===== config.mk =====
export PLATFORM = sky130hd
export DESIGN_NAME = edid_timing_descriptor_decoder_flat
export DESIGN_NICKNAME = d
export VERILOG_FILES = /design/src/hw/rtl/edtd_pkg.sv /design/src/hw/rtl/edtd_if.sv /design/src/hw/rtl/edtd_front.sv /design/src/hw/rtl/edtd_queue.sv /design/src/hw/rtl/edtd_back.sv /design/src/hw/rtl/edid_timing_descriptor_decoder.sv /design/src/flat_wrapper.sv
export SDC_FILE = /design/constraint.sdc
export NUM_CORES = 1
export LEC_CHECK = 0
export BUFFER_PORTS_ARGS = -buffer_cell sky130_fd_sc_hd__buf_4
export CAP_MARGIN = 20
export CORE_ASPECT_RATIO = 0.5
export CORE_MARGIN = 2
export CORE_UTILIZATION = 60
export CTS_CLUSTER_SIZE = 20
export DETAILED_ROUTE_END_ITERATION = 7
export PLACE_DENSITY = 0.77
export RECOVER_POWER = 100
export SETUP_SLACK_MARGIN = 0.4
export SYNTH_ARGS = -nofsm -noshare
export SYNTH_HDL_FRONTEND = slang
export SYNTH_SLANG_ARGS = --single-unit

===== constraint.sdc =====
create_clock -name clock -period 13.6 [get_ports clock]
set_clock_uncertainty 0.05 [all_clocks]
set_input_delay 2.72 -clock clock [delete_from_list [all_inputs] [get_ports clock]]
set_output_delay 2.72 -clock clock [all_outputs]
set_load 0.1 [all_outputs]

===== src/hw/rtl/edtd_pkg.sv =====
// Shared types and constants for the EDID timing descriptor decoder.
`timescale 1ns / 1ps

package edtd_pkg;

   localparam int unsigned DTD_START   = 54;
   localparam int unsigned DTD_LEN     = 18;
   localparam int unsigned DTD_KEEP    = 8;
   localparam int unsigned DTD_MAX     = 4;
   localparam int unsigned QUEUE_DEPTH = 2;
   localparam int unsigned DIV_STEPS   = 40;

   // pixel clock comes in 10 kHz units; refresh is in milli-Hz
   localparam logic [23:0] PIX_SCALE = 24'd10_000_000;
   localparam logic [2:0]  COUNT_MAX = 3'd7;

   localparam logic KIND_MODE    = 1'b0;
   localparam logic KIND_SUMMARY = 1'b1;

   typedef enum logic [1:0] {
      CMD_CLEAR   = 2'd0,
      CMD_DECODE  = 2'd1,
      CMD_SUMMARY = 2'd2
   } edtd_cmd_kind_type;

   typedef struct packed {
      edtd_cmd_kind_type             cmd_kind;
      logic [DTD_KEEP-1:0][7:0]      dtd_bytes;
   } edtd_cmd_type;

   typedef struct packed {
      logic         valid;
      edtd_cmd_type cmd;
   } edtd_qlink_type;

endpackage


===== src/hw/rtl/edtd_if.sv =====
// Valid/ready channel interfaces for the byte input and the result output.
`timescale 1ns / 1ps

interface edtd_req_if;
   logic       valid;
   logic       ready;
   logic [7:0] byte_value;
   logic [6:0] byte_offset;

   modport source (output valid, byte_value, byte_offset, input ready);
   modport sink   (input valid, byte_value, byte_offset, output ready);
endinterface

interface edtd_rsp_if;
   logic        valid;
   logic        ready;
   logic        result_kind;
   logic [11:0] active_width;
   logic [11:0] active_height;
   logic [31:0] refresh_millihertz;
   logic [1:0]  mode_slot;
   logic        slot_kept;
   logic [2:0]  valid_mode_count;

   modport source (output valid, result_kind, active_width, active_height,
                   refresh_millihertz, mode_slot, slot_kept, valid_mode_count,
                   input ready);
   modport sink   (input valid, result_kind, active_width, active_height,
                   refresh_millihertz, mode_slot, slot_kept, valid_mode_count,
                   output ready);
endinterface


===== src/hw/rtl/edtd_front.sv =====
// Front end: accepts EDID bytes, captures descriptor bytes and issues commands.
`timescale 1ns / 1ps

module edtd_front #(
   parameter int unsigned EDID_BYTES = 128
) (
   input  logic                     clock,
   edtd_req_if.sink                 req,
   input  logic                     q_full,
   output edtd_pkg::edtd_qlink_type push
);
   import edtd_pkg::*;

   localparam int unsigned DTD_COUNT   = (EDID_BYTES - DTD_START) / DTD_LEN;
   localparam logic [6:0]  OFFSET_LAST = 7'(EDID_BYTES - 1);
   localparam logic [2:0]  POS_LAST    = 3'(DTD_KEEP - 1);

   logic [7:0] dtd_ff [DTD_KEEP];
   logic       accept;
   logic       in_dtd;
   logic [2:0] pos;

   assign req.ready = !q_full;
   assign accept    = req.valid && req.ready;

   // only descriptors that fit completely inside the block count
   always_comb begin
      in_dtd = 1'b0;
      pos    = '0;
      for (int d = 0; d < DTD_MAX; d++) begin
         if (d < DTD_COUNT &&
             req.byte_offset >= 7'(DTD_START + d * DTD_LEN) &&
             req.byte_offset <  7'(DTD_START + d * DTD_LEN + DTD_KEEP)) begin
            in_dtd = 1'b1;
            pos    = 3'(req.byte_offset - 7'(DTD_START + d * DTD_LEN));
         end
      end
   end

   always_ff @(posedge clock) begin
      if (accept && in_dtd) begin
         dtd_ff[pos] <= req.byte_value;
      end
   end

   always_comb begin
      push.valid        = 1'b0;
      push.cmd.cmd_kind = CMD_CLEAR;
      for (int i = 0; i < DTD_KEEP; i++) begin
         push.cmd.dtd_bytes[i] = dtd_ff[i];
      end
      // last byte goes straight into the command
      push.cmd.dtd_bytes[DTD_KEEP-1] = req.byte_value;
      if (accept) begin
         if (req.byte_offset == '0) begin
            push.valid        = 1'b1;
            push.cmd.cmd_kind = CMD_CLEAR;
         end else if (in_dtd && pos == POS_LAST) begin
            push.valid        = 1'b1;
            push.cmd.cmd_kind = CMD_DECODE;
         end else if (req.byte_offset == OFFSET_LAST) begin
            push.valid        = 1'b1;
            push.cmd.cmd_kind = CMD_SUMMARY;
         end
      end
   end

endmodule


===== src/hw/rtl/edtd_queue.sv =====
// Two-entry command queue between the front end and the decode engine.
`timescale 1ns / 1ps

module edtd_queue (
   input  logic                     clock,
   input  logic                     reset,
   input  edtd_pkg::edtd_qlink_type push,
   input  logic                     pop,
   output logic                     full,
   output edtd_pkg::edtd_qlink_type head
);
   import edtd_pkg::*;

   localparam int unsigned PTR_W = $clog2(QUEUE_DEPTH);

   edtd_cmd_type     slot_ff [QUEUE_DEPTH];
   logic [PTR_W-1:0] wr_ptr_ff, wr_ptr_in;
   logic [PTR_W-1:0] rd_ptr_ff, rd_ptr_in;
   logic [PTR_W:0]   count_ff, count_in;

   assign full       = count_ff == (PTR_W+1)'(QUEUE_DEPTH);
   assign head.valid = count_ff != '0;
   assign head.cmd   = slot_ff[rd_ptr_ff];

   always_comb begin
      wr_ptr_in = wr_ptr_ff;
      rd_ptr_in = rd_ptr_ff;
      count_in  = count_ff;
      if (push.valid) begin
         wr_ptr_in = (wr_ptr_ff == PTR_W'(QUEUE_DEPTH - 1)) ? '0 : wr_ptr_ff + 1'b1;
      end
      if (pop) begin
         rd_ptr_in = (rd_ptr_ff == PTR_W'(QUEUE_DEPTH - 1)) ? '0 : rd_ptr_ff + 1'b1;
      end
      case ({push.valid, pop})
         2'b10:   count_in = count_ff + 1'b1;
         2'b01:   count_in = count_ff - 1'b1;
         default: count_in = count_ff;
      endcase
   end

   always_ff @(posedge clock) begin
      if (reset) begin
         wr_ptr_ff <= '0;
         rd_ptr_ff <= '0;
         count_ff  <= '0;
      end else begin
         wr_ptr_ff <= wr_ptr_in;
         rd_ptr_ff <= rd_ptr_in;
         count_ff  <= count_in;
      end
   end

   always_ff @(posedge clock) begin
      if (push.valid) begin
         slot_ff[wr_ptr_ff] <= push.cmd;
      end
   end

   a_no_overflow: assert property (@(posedge clock) disable iff (reset)
      push.valid |-> !full || pop)
      else $error("command pushed into a full queue");

   a_no_underflow: assert property (@(posedge clock) disable iff (reset)
      pop |-> head.valid)
      else $error("command popped from an empty queue");

endmodule


===== src/hw/rtl/edtd_back.sv =====
// Decode engine: timing count, size decode, refresh divide and result register.
`timescale 1ns / 1ps

module edtd_back #(
   parameter int unsigned MODE_CAPACITY = 4
) (
   input  logic                     clock,
   input  logic                     reset,
   input  edtd_pkg::edtd_qlink_type head,
   output logic                     pop,
   edtd_rsp_if.source               rsp
);
   import edtd_pkg::*;

   localparam int unsigned STEP_W = $clog2(DIV_STEPS);

   typedef enum logic [2:0] {
      ST_IDLE = 3'b001,
      ST_MUL  = 3'b010,
      ST_DIV  = 3'b100
   } edtd_back_state_type;

   edtd_back_state_type state_ff, state_in;
   logic [2:0]          count_ff, count_in;
   logic                out_valid_ff, out_valid_in;
   logic [STEP_W-1:0]   step_ff, step_in;

   logic        out_kind_ff, out_kind_in;
   logic [11:0] out_width_ff, out_width_in;
   logic [11:0] out_height_ff, out_height_in;
   logic [31:0] out_refresh_ff, out_refresh_in;
   logic [1:0]  out_slot_ff, out_slot_in;
   logic        out_kept_ff, out_kept_in;
   logic [2:0]  out_count_ff, out_count_in;

   logic [11:0] hact_ff, hact_in;
   logic [11:0] vact_ff, vact_in;
   logic [12:0] htot_ff, htot_in;
   logic [12:0] vtot_ff, vtot_in;
   logic [15:0] clk_ff, clk_in;
   logic [25:0] den_ff, den_in;
   logic [39:0] num_ff, num_in;
   logic [25:0] rem_ff, rem_in;

   // fields of the descriptor at the head of the queue
   logic [15:0] d_clk;
   logic [11:0] d_hact, d_hblk, d_vact, d_vblk;
   logic        d_ok;

   // one restoring divide step
   logic [26:0] div_shift, div_trial;
   logic        div_ge;

   assign d_clk  = {head.cmd.dtd_bytes[1], head.cmd.dtd_bytes[0]};
   assign d_hact = {head.cmd.dtd_bytes[4][7:4], head.cmd.dtd_bytes[2]};
   assign d_hblk = {head.cmd.dtd_bytes[4][3:0], head.cmd.dtd_bytes[3]};
   assign d_vact = {head.cmd.dtd_bytes[7][7:4], head.cmd.dtd_bytes[5]};
   assign d_vblk = {head.cmd.dtd_bytes[7][3:0], head.cmd.dtd_bytes[6]};
   assign d_ok   = d_clk != '0 && d_hact != '0 && d_vact != '0;

   assign div_shift = {rem_ff, num_ff[39]};
   assign div_trial = div_shift - {1'b0, den_ff};
   assign div_ge    = div_shift >= {1'b0, den_ff};

   assign pop = state_ff == ST_IDLE && !out_valid_ff && head.valid;

   always_comb begin
      state_in       = state_ff;
      count_in       = count_ff;
      out_valid_in   = out_valid_ff;
      step_in        = step_ff;
      out_kind_in    = out_kind_ff;
      out_width_in   = out_width_ff;
      out_height_in  = out_height_ff;
      out_refresh_in = out_refresh_ff;
      out_slot_in    = out_slot_ff;
      out_kept_in    = out_kept_ff;
      out_count_in   = out_count_ff;
      hact_in        = hact_ff;
      vact_in        = vact_ff;
      htot_in        = htot_ff;
      vtot_in        = vtot_ff;
      clk_in         = clk_ff;
      den_in         = den_ff;
      num_in         = num_ff;
      rem_in         = rem_ff;

      if (out_valid_ff && rsp.ready) begin
         out_valid_in = 1'b0;
      end

      unique case (state_ff)
         ST_IDLE: begin
            if (pop) begin
               unique case (head.cmd.cmd_kind)
                  CMD_CLEAR: begin
                     count_in = '0;
                  end
                  CMD_SUMMARY: begin
                     out_valid_in   = 1'b1;
                     out_kind_in    = KIND_SUMMARY;
                     out_width_in   = '0;
                     out_height_in  = '0;
                     out_refresh_in = '0;
                     out_slot_in    = '0;
                     out_kept_in    = 1'b0;
                     out_count_in   = count_ff;
                     count_in       = '0;
                  end
                  CMD_DECODE: begin
                     // skipped descriptors leave no trace
                     if (d_ok) begin
                        hact_in  = d_hact;
                        vact_in  = d_vact;
                        htot_in  = {1'b0, d_hact} + {1'b0, d_hblk};
                        vtot_in  = {1'b0, d_vact} + {1'b0, d_vblk};
                        clk_in   = d_clk;
                        state_in = ST_MUL;
                     end
                  end
                  default: ;
               endcase
            end
         end
         ST_MUL: begin
            den_in   = htot_ff * vtot_ff;
            num_in   = clk_ff * PIX_SCALE;
            rem_in   = '0;
            step_in  = '0;
            state_in = ST_DIV;
         end
         ST_DIV: begin
            rem_in  = div_ge ? div_trial[25:0] : div_shift[25:0];
            num_in  = {num_ff[38:0], div_ge};
            step_in = step_ff + 1'b1;
            if (step_ff == STEP_W'(DIV_STEPS - 1)) begin
               out_valid_in   = 1'b1;
               out_kind_in    = KIND_MODE;
               out_width_in   = hact_ff;
               out_height_in  = vact_ff;
               out_refresh_in = num_in[31:0];
               out_slot_in    = count_ff[1:0];
               out_kept_in    = count_ff < 3'(MODE_CAPACITY);
               count_in       = (count_ff == COUNT_MAX) ? count_ff : count_ff + 1'b1;
               out_count_in   = count_in;
               state_in       = ST_IDLE;
            end
         end
         default: state_in = ST_IDLE;
      endcase
   end

   always_ff @(posedge clock) begin
      if (reset) begin
         state_ff     <= ST_IDLE;
         count_ff     <= '0;
         out_valid_ff <= 1'b0;
         step_ff      <= '0;
      end else begin
         state_ff     <= state_in;
         count_ff     <= count_in;
         out_valid_ff <= out_valid_in;
         step_ff      <= step_in;
      end
   end

   always_ff @(posedge clock) begin
      out_kind_ff    <= out_kind_in;
      out_width_ff   <= out_width_in;
      out_height_ff  <= out_height_in;
      out_refresh_ff <= out_refresh_in;
      out_slot_ff    <= out_slot_in;
      out_kept_ff    <= out_kept_in;
      out_count_ff   <= out_count_in;
      hact_ff        <= hact_in;
      vact_ff        <= vact_in;
      htot_ff        <= htot_in;
      vtot_ff        <= vtot_in;
      clk_ff         <= clk_in;
      den_ff         <= den_in;
      num_ff         <= num_in;
      rem_ff         <= rem_in;
   end

   assign rsp.valid              = out_valid_ff;
   assign rsp.result_kind        = out_kind_ff;
   assign rsp.active_width       = out_width_ff;
   assign rsp.active_height      = out_height_ff;
   assign rsp.refresh_millihertz = out_refresh_ff;
   assign rsp.mode_slot          = out_slot_ff;
   assign rsp.slot_kept          = out_kept_ff;
   assign rsp.valid_mode_count   = out_count_ff;

   a_div_nonzero: assert property (@(posedge clock) disable iff (reset)
      state_ff == ST_DIV |-> den_ff != '0)
      else $error("divide started with a zero total");

   a_busy_no_result: assert property (@(posedge clock) disable iff (reset)
      state_ff != ST_IDLE |-> !out_valid_ff)
      else $error("engine busy while a result is pending");

   a_mode_sane: assert property (@(posedge clock) disable iff (reset)
      rsp.valid && rsp.result_kind == KIND_MODE |->
         rsp.valid_mode_count != '0 && rsp.active_width != '0 &&
         rsp.active_height != '0)
      else $error("mode result with zero size or zero count");

endmodule


===== src/hw/rtl/edid_timing_descriptor_decoder.sv =====
// Order: a mode result follows the eighth descriptor byte transfer through the queue,
// the queue pop, the multiply state and 40 divide steps; a summary follows its pop.
// Throughput: one byte per cycle while the two-entry command queue has room; the
// bit-serial divider holds the engine for each valid descriptor, as does a pending result.
// Reset: synchronous, clears the queue, the timing count and the result valid flag;
// captured descriptor bytes and result fields are not reset.
`timescale 1ns / 1ps

module edid_timing_descriptor_decoder #(
   parameter int unsigned EDID_BYTES    = 128,
   parameter int unsigned MODE_CAPACITY = 4
) (
   input  logic        clock,
   input  logic        reset,
   edtd_req_if.sink    req_chan,
   edtd_rsp_if.source  rsp_chan
);
   import edtd_pkg::*;

   edtd_qlink_type push_link;
   edtd_qlink_type head_link;
   logic           q_full;
   logic           q_pop;

   edtd_front #(
      .EDID_BYTES (EDID_BYTES)
   ) u_front (
      .clock  (clock),
      .req    (req_chan),
      .q_full (q_full),
      .push   (push_link)
   );

   edtd_queue u_queue (
      .clock (clock),
      .reset (reset),
      .push  (push_link),
      .pop   (q_pop),
      .full  (q_full),
      .head  (head_link)
   );

   edtd_back #(
      .MODE_CAPACITY (MODE_CAPACITY)
   ) u_back (
      .clock (clock),
      .reset (reset),
      .head  (head_link),
      .pop   (q_pop),
      .rsp   (rsp_chan)
   );

endmodule


===== src/flat_wrapper.sv =====
// flat-port wrapper written by rule: the top's interface ports become plain ports
module edid_timing_descriptor_decoder_flat import edtd_pkg::*;
#(
   parameter int unsigned EDID_BYTES    = 128,
   parameter int unsigned MODE_CAPACITY = 4
)
  (clock, reset, req_chan_valid, req_chan_byte_value, req_chan_byte_offset, req_chan_ready, rsp_chan_valid, rsp_chan_result_kind, rsp_chan_active_width, rsp_chan_active_height, rsp_chan_refresh_millihertz, rsp_chan_mode_slot, rsp_chan_slot_kept, rsp_chan_valid_mode_count, rsp_chan_ready);
  edtd_req_if req_chan_i ();
  edtd_rsp_if rsp_chan_i ();
  input  logic clock;
  input  logic reset;
  input wire logic [$bits(req_chan_i.valid)-1:0] req_chan_valid;
  input wire logic [$bits(req_chan_i.byte_value)-1:0] req_chan_byte_value;
  input wire logic [$bits(req_chan_i.byte_offset)-1:0] req_chan_byte_offset;
  output wire logic [$bits(req_chan_i.ready)-1:0] req_chan_ready;
  output wire logic [$bits(rsp_chan_i.valid)-1:0] rsp_chan_valid;
  output wire logic [$bits(rsp_chan_i.result_kind)-1:0] rsp_chan_result_kind;
  output wire logic [$bits(rsp_chan_i.active_width)-1:0] rsp_chan_active_width;
  output wire logic [$bits(rsp_chan_i.active_height)-1:0] rsp_chan_active_height;
  output wire logic [$bits(rsp_chan_i.refresh_millihertz)-1:0] rsp_chan_refresh_millihertz;
  output wire logic [$bits(rsp_chan_i.mode_slot)-1:0] rsp_chan_mode_slot;
  output wire logic [$bits(rsp_chan_i.slot_kept)-1:0] rsp_chan_slot_kept;
  output wire logic [$bits(rsp_chan_i.valid_mode_count)-1:0] rsp_chan_valid_mode_count;
  input wire logic [$bits(rsp_chan_i.ready)-1:0] rsp_chan_ready;
  assign req_chan_i.valid = req_chan_valid;
  assign req_chan_i.byte_value = req_chan_byte_value;
  assign req_chan_i.byte_offset = req_chan_byte_offset;
  assign req_chan_ready = req_chan_i.ready;
  assign rsp_chan_valid = rsp_chan_i.valid;
  assign rsp_chan_result_kind = rsp_chan_i.result_kind;
  assign rsp_chan_active_width = rsp_chan_i.active_width;
  assign rsp_chan_active_height = rsp_chan_i.active_height;
  assign rsp_chan_refresh_millihertz = rsp_chan_i.refresh_millihertz;
  assign rsp_chan_mode_slot = rsp_chan_i.mode_slot;
  assign rsp_chan_slot_kept = rsp_chan_i.slot_kept;
  assign rsp_chan_valid_mode_count = rsp_chan_i.valid_mode_count;
  assign rsp_chan_i.ready = rsp_chan_ready;
  edid_timing_descriptor_decoder #(.EDID_BYTES(EDID_BYTES), .MODE_CAPACITY(MODE_CAPACITY)) u_core (.clock(clock), .reset(reset), .req_chan(req_chan_i), .rsp_chan(rsp_chan_i));
endmodule

; Word-level counts from Yosys, hierarchy flattened
; Memories as Yosys holds them, arrays and structs flattened. A register that Yosys moved wholly into a read port is not among the register bits.
; Index checks and enable logic that the tools add are counted.
[totals]
ff_bits = 238
latchBits = 0
ram_bits = 196
rom_bits = 0
out_inout_bits = 65
wordCells = 160
memories = 2
[mem_list]
columns = memory, words, word_bits, rd, rd_ports_with_merged_regs, write_ports, line
row1 = u_core.u_queue.slot_ff, 2, 66, 1, 1, 1, edtd_queue.sv:16  ; edtd_cmd_type slot_ff [QUEUE_DEPTH];
row2 = u_core.u_front.dtd_ff, 8, 8, 7, 0, 1, edtd_front.sv:18  ; logic [7:0] dtd_ff [DTD_KEEP];
[classes]
add_sub_neg = 13
multipliers = 2
n_div = 0
order_cmp = 10
n_eq_ne = 18
shift = 0
mux = 65
bitwise_logic = 0
n_reduce_logical = 28
[ops]
columns = operator, n
row1 = 32-bit two-way mux, 3
row2 = 40-bit case mux with 2 select lines, 1
row3 = 32-bit case mux with 2 select lines, 1
row4 = 3-bit two-way mux, 18
row5 = 26-bit case mux with 2 select lines, 1
row6 = 12-bit two-way mux, 4
row7 = 12-bit case mux with 2 select lines, 2
row8 = "16-bit by 17-bit multiplier with 33-bit output, second input constant", 1
row9 = 27-bit by 26-bit greater-or-equal comparator with 1-bit output, 1
row10 = 12-bit by 12-bit adder with 13-bit output, 2
row11 = 13-bit by 13-bit multiplier with 26-bit output, 1
row12 = 26-bit two-way mux, 1
row13 = 26-bit subtractor, 1
row14 = 12-bit nonzero test, 2
row15 = 1-bit two-way mux, 22
row16 = "7-bit greater-or-equal comparator, second input constant", 3
row17 = "7-bit less-than comparator, second input constant", 3
row18 = 4-bit AND reduction, 4
row19 = 16-bit nonzero test, 1
row20 = 1-bit logical AND, 12
row21 = 3-bit case mux with 2 select lines, 2
row22 = 6-bit case mux with 2 select lines, 1
row23 = "3-bit equality test, second input constant", 3
row24 = 3-bit case mux with 3 select lines, 1
row25 = other kinds (27), 45

; Logic depth before layout (Yosys ltp)
[logic_depth]
word_depth = 13
mapped_depth = 23
mapped_depth_nobuf = 22

; Hierarchy
; From an unflattened synthesis, not the netlist that was laid out.
[hier_totals]
cells_unflattened = 2330
hier_area_um2 = 28133.2
[modules_own_cells]
columns = mod, n_inst, cells_per_inst, area_each_um2, seq_area_each_um2
row1 = edtd_back, 1, 1988, 21079.0, 6896.6
row2 = edtd_queue, 1, 227, 4959.8, 4063.9
row3 = edtd_front, 1, 115, 2094.5, 1681.6

; Worst setup path after synthesis
; OpenSTA, ideal clock, no wires.
[synth_path]
kind = in2reg
start = input req_chan_byte_offset[1]
end = memory u_core.u_queue.slot_ff[0][0] (netlist name), enable pin
setup_time_ps = 490
arrival_ps = 7193
setup_slack_ps = 5867
stages = 10
n_path_buf = 0
cell_sequence = ha_1 > xnor2_1 > nor3b_2 > mux2i_1 > o221ai_1 > nand2b_4 > a311o_1 > a31oi_4 > inv_1 > nor2_1
[synth_via]
elab_chain_len = 13
elab_cells_between_ends = 34
classes_between = add/sub (4) / order compare (8) / eq/ne (2) / mux (14) / reduce/logical (6)
[synth_lines]
columns = element, line
row1 = from (decl), flat_wrapper.sv:14  ; input wire logic [$bits(req_chan_i.byte_offset)-1:0] req_chan_byte_offset;
row2 = 7-bit by 6-bit greater-or-equal comparator with 1-bit output / 7-bit by 6-bit less-than comparator with 1-bit output (equally long branches), "edtd_front.sv:32, edtd_front.sv:33"
row3 = 1-bit logical AND, edtd_front.sv:32  ; req.byte_offset >= 7'(DTD_START + d * DTD_LEN) &&
row4 = 3-bit two-way mux (4 in a row), edtd_front.sv:31  ; if (d < DTD_COUNT &&
row5 = 3-bit equality test, edtd_front.sv:58  ; end else if (in_dtd && pos == POS_LAST) begin
row6 = 1-bit logical AND, edtd_front.sv:58
row7 = 3-bit two-way mux, edtd_front.sv:58
row8 = 3-bit two-way mux *, edtd_front.sv:55  ; if (req.byte_offset == '0) begin
row9 = 3-bit two-way mux *, edtd_front.sv:54  ; if (accept) begin
row10 = 1-bit two-way mux *, edtd_queue.sv:55  ; if (push.valid) begin
row11 = 1-bit two-way mux (not written as such) *, edtd_queue.sv:56  ; slot_ff[wr_ptr_ff] <= push.cmd;
row12 = to (decl), edtd_queue.sv:16
; Mark *: on every way between the ends. The rest lies on a longest branch, timed or not.

; Final worst setup path
[layout_path]
start = input req_chan_byte_offset[2]
end = memory u_core.u_queue.slot_ff[0][41] (netlist name), enable pin
; Same word-level chain as after synthesis.

==> results.md <==
* Crit start category: input port
* Util after Layout at 0.6595
* Post-synth EDFFs at 409
* Crit Path Max Fanout at 66
* Yosys cell types at 77
* Outcome: finished, violations left
* Tot GR Track Use at 0.2355
* Internal at 0.003227 W
* CTS Buffer Depth at 3
* Final Wtd Congestion at 0.9196
* Mapped Area at 27880 um2
* Post-synth ARST share at 0
* Inst Count DP at 2983
* Synth area leader: edfxtp_1
* Cell Chain, Critical Path: buf_4 -> inv_1 -> ha_1 -> nand2b_1 -> a211oi_1 -> mux2i_1 -> o221ai_1 -> nand2b_4 -> a311o_1 -> a31oi_1 -> inv_1 -> nor2_4 -> clkbuf_1
* Leakage dissipation at 12.50 nW
* Starting DRC count in detailed routing at 1356
* Register area share after synthesis at 0.4534
* # rows at 55
* Vias at 16.96k
* CP peak stage delay at 2.78 ns
* RSZ-0062 raised after global routing: no
* WP buf/inv at 4
* Crit-path leading delay family: buffers and inverters
* Std-Cell Core Area at 45560 um2
* Clk sinks at 427
* CTS tree: yes
* GRT overflow at 0
* Syn nets at 2805
* DP Wirelength at 40320 um
* # H-tree levels at 2
* Period utilization at 0.5753
* Clk pwr share at 0.221
* Worst vdd ir at 0.0001025 V
* Synth area leaders: edfxtp_1 44%, fa_1 14%, ha_1 12%
* Most frequent cells in the layout: 409 x edfxtp_1, 363 x inv_1, 274 x ha_1
* # Max-Cap Violations at 11
* Setup Fix Bufs, Post-CTS at 0
* Routed Antenna Nets at 0
* DIE WIDTH at 308.9 um
* Final hold vios at 0
* Data arrival time of the critical path at 7.84 ns
* Switching Share at 0.3724
* Post-route insts no fill at 3052
* #FFs+latches synth at 427
* Die height at 156.4 um
* Setup violators final at 0
* Failing checks: max-capacitance violations, max-slew violations
* PwrDens at 171.1 nW/um2
* Initial Utilization at 0.6120
* CP max-delay cell: clkbuf_1
* CTS Root Cell: clkbuf_16
* Total power at 0.005141 W
* First-pass GRT wire length at 88960 um
* Ratio of cells with drive above 1 in the final layout at 0.05155
* WS Path Type: in -> reg
* Drt wl/cell at 18.34 um
* Most frequent CP cell: inv_1
* Total Neg Setup Slack at 0 ns
* Pre-CTS setup slack at 7.395 ns
* I/O pins at 84
* Diode count at 0
* DR DRC count at 0
* Sequential power share at 0.318
* Cells after Synth at 2322
* Avg Inst Size Synth at 12.01 um2
* Final Max Slew Viols at 507
* Die area at 48320 um2
* Fin nets at 2880
* Crit. End Element: register
* Combinational power share at 0.461
* Vias in the first global route at 16.74k
* Worst min path class: reg -> reg
* Hold Buf Count CTS at 0
* Most used DFF post-synth: edfxtp_1
* F_max at 127.8 MHz
* P&R area growth vs syn at 7.763%
* Yosys warnings at 0
* Leading cell type in the layout, fill and taps excluded: edfxtp_1
* Vias per cell at 5.555
* CP required at 13.62 ns
* Synth top area share at 0.4405
* Largest net degree at the start of global routing at 67
* Tmin final at 7.825 ns
* Sw power at 0.001914 W
* Worst Max-Slew Pin Slew at 3.984 ns
* Slew headroom at -1.656
* Routed wire length at 55980 um
* Worst skew pair latency at 0.56 ns
* Gates resized, CTS repair at 0
* Setup slack after layout at 5.775 ns
* Initial antenna violation count at 0
* Drt first pass iters at 5
* Clock Pin Slew Worst Setup and Hold Paths at 0.07 ns
* CTS Buf Count at 38
* Port bufs at 83
final timing paths:
kind	startpoint	to	slack [ns]	cells past startpoint
hold reg to reg	u_core.u_front.dtd_ff[1][0]$_DFFE_PP_	u_core.u_queue.slot_ff[1][8]$_DFFE_PP_	0.39	0
setup reg to reg	u_core.u_back.clk_ff[14]$_DFFE_PP_	u_core.u_back.num_ff[39]$_DFFE_PP_	6.85	22
setup / recovery	req_chan_byte_offset[2]	u_core.u_queue.slot_ff[0][41]$_DFFE_PP_	5.78	13
hold / removal	u_core.u_front.dtd_ff[1][0]$_DFFE_PP_	u_core.u_queue.slot_ff[1][8]$_DFFE_PP_	0.39	0
worst register-to-register path, stage by stage (launching register included):
cell and delay (ns):
edfxtp_1 0.50, inv_1 0.13, ha_1 0.36, inv_1 0.07, fa_1 0.47, fa_1 0.52
inv_1 0.06, fa_1 0.53, inv_1 0.06, fa_1 0.53, inv_1 0.05, fa_1 0.52
inv_1 0.04, ha_1 0.39, a21oi_1 0.16, o21ai_0 0.09, a31oi_1 0.13, o21ai_0 0.28
a2111oi_0 0.76, o21ai_0 0.21, a31oi_1 0.25, xor2_1 0.16, o21ai_0 0.08
synth_stat cells, types with 3 or more instances:
cell,number
nor4_1,13
nand2b_1,11
nand2_1,153
a31oi_1,11
buf_2,7
o31ai_1,4
o21a_1,14
and2_1,145
o21bai_1,11
buf_1,4
clkbuf_1,46
dfxtp_1,18
or3_1,5
a2111oi_0,3
edfxtp_1,409
and3_1,5
a21o_1,48
and4_4,3
mux2i_1,18
a31o_2,8
a21oi_1,95
o211ai_1,5
a211oi_2,4
o21ai_0,67
mux2_2,62
or2_2,6
ha_1,274
inv_1,364
xnor2_1,58
a22oi_1,3
nor3b_1,8
nor2_1,99
nand3_1,15
a211oi_1,12
fa_1,190
a41o_1,3
nor3_1,23
a21boi_0,8
xor2_1,24
nand4_1,6
nor2b_1,14
and4_1,3
per-stage QoR:
step                cell area, um2  hold WS [ns]
CTS                          30450        0.3949
floorplan                    27880        0.3715
global placement             29150        0.3718
detailed placement           29150        0.3790
global route                 30050        0.4008
finish                       30050        0.3940
layout make-up:
cell class | count | area (um2)
sequential | 427 | 12640
fill | 3416 | 15510
clock inverter | 26 | 329.1
clock buffer | 42 | 965.9
tap | 627 | 784.5
timing repair buffer | 96 | 390.4
inverter | 365 | 1370
multi-input combinational | 1469 | 13560
kinds of logic (layout without fill, tap and decap cells):
family | count (synthesis) | count (layout) | synth area share
AND/OR/NAND/NOR | 519 | 519 | 0.09491
AO/OA/AOI/OAI | 324 | 324 | 0.07656
flip-flops | 427 | 427 | 0.4534
multiplexers | 80 | 80 | 0.03150
adder cells (fa/ha/maj) | 464 | 464 | 0.2594
XOR/XNOR | 82 | 82 | 0.02576
buffers and inverters | 426 | 529 | 0.05847
layer usage:
| metal | GRT usage | wire [um] |
|---|---|---|
| met1 | 0.3375 | 25780 |
| met2 | 0.3759 | 25530 |
| met3 | 0.04320 | 3512 |
| met4 | 0.05687 | 1159 |
| met5 | 0 | 0 |
power by group through the flow:
stage | combinational (W) | clock [W] | sequential, W
floorplan | 0.00177 | 0 | 0.00178
global placement | 0.00233 | 0 | 0.00166
detailed placement | 0.00240 | 0 | 0.00166
CTS | 0.00242 | 0.00116 | 0.00163
global route | 0.00268 | 0.00121 | 0.00164
finish | 0.00237 | 0.00114 | 0.00163
sequential cells by signal (all words and copies together), names as in the netlist, 2 cells and up, named ones only:
register	cells
u_core.u_back.vtot_ff	13
u_core.u_back.den_ff	26
u_core.u_back.vact_ff	12
u_core.u_back.rsp.active_height	12
u_core.u_queue.count_ff	2
u_core.u_back.clk_ff	16
u_core.u_back.num_ff	40
u_core.u_back.htot_ff	13
u_core.u_back.rsp.mode_slot	2
u_core.u_back.rem_ff	26
u_core.u_queue.slot_ff	132
u_core.u_back.step_ff	6
u_core.u_back.count_ff	3
u_core.u_back.rsp.valid_mode_count	3
u_core.u_back.rsp.refresh_millihertz	32
u_core.u_front.dtd_ff	56
u_core.u_back.hact_ff	12
u_core.u_back.state_ff	3
u_core.u_back.rsp.active_width	12
Note: power is estimated with default switching activity, not from simulation.
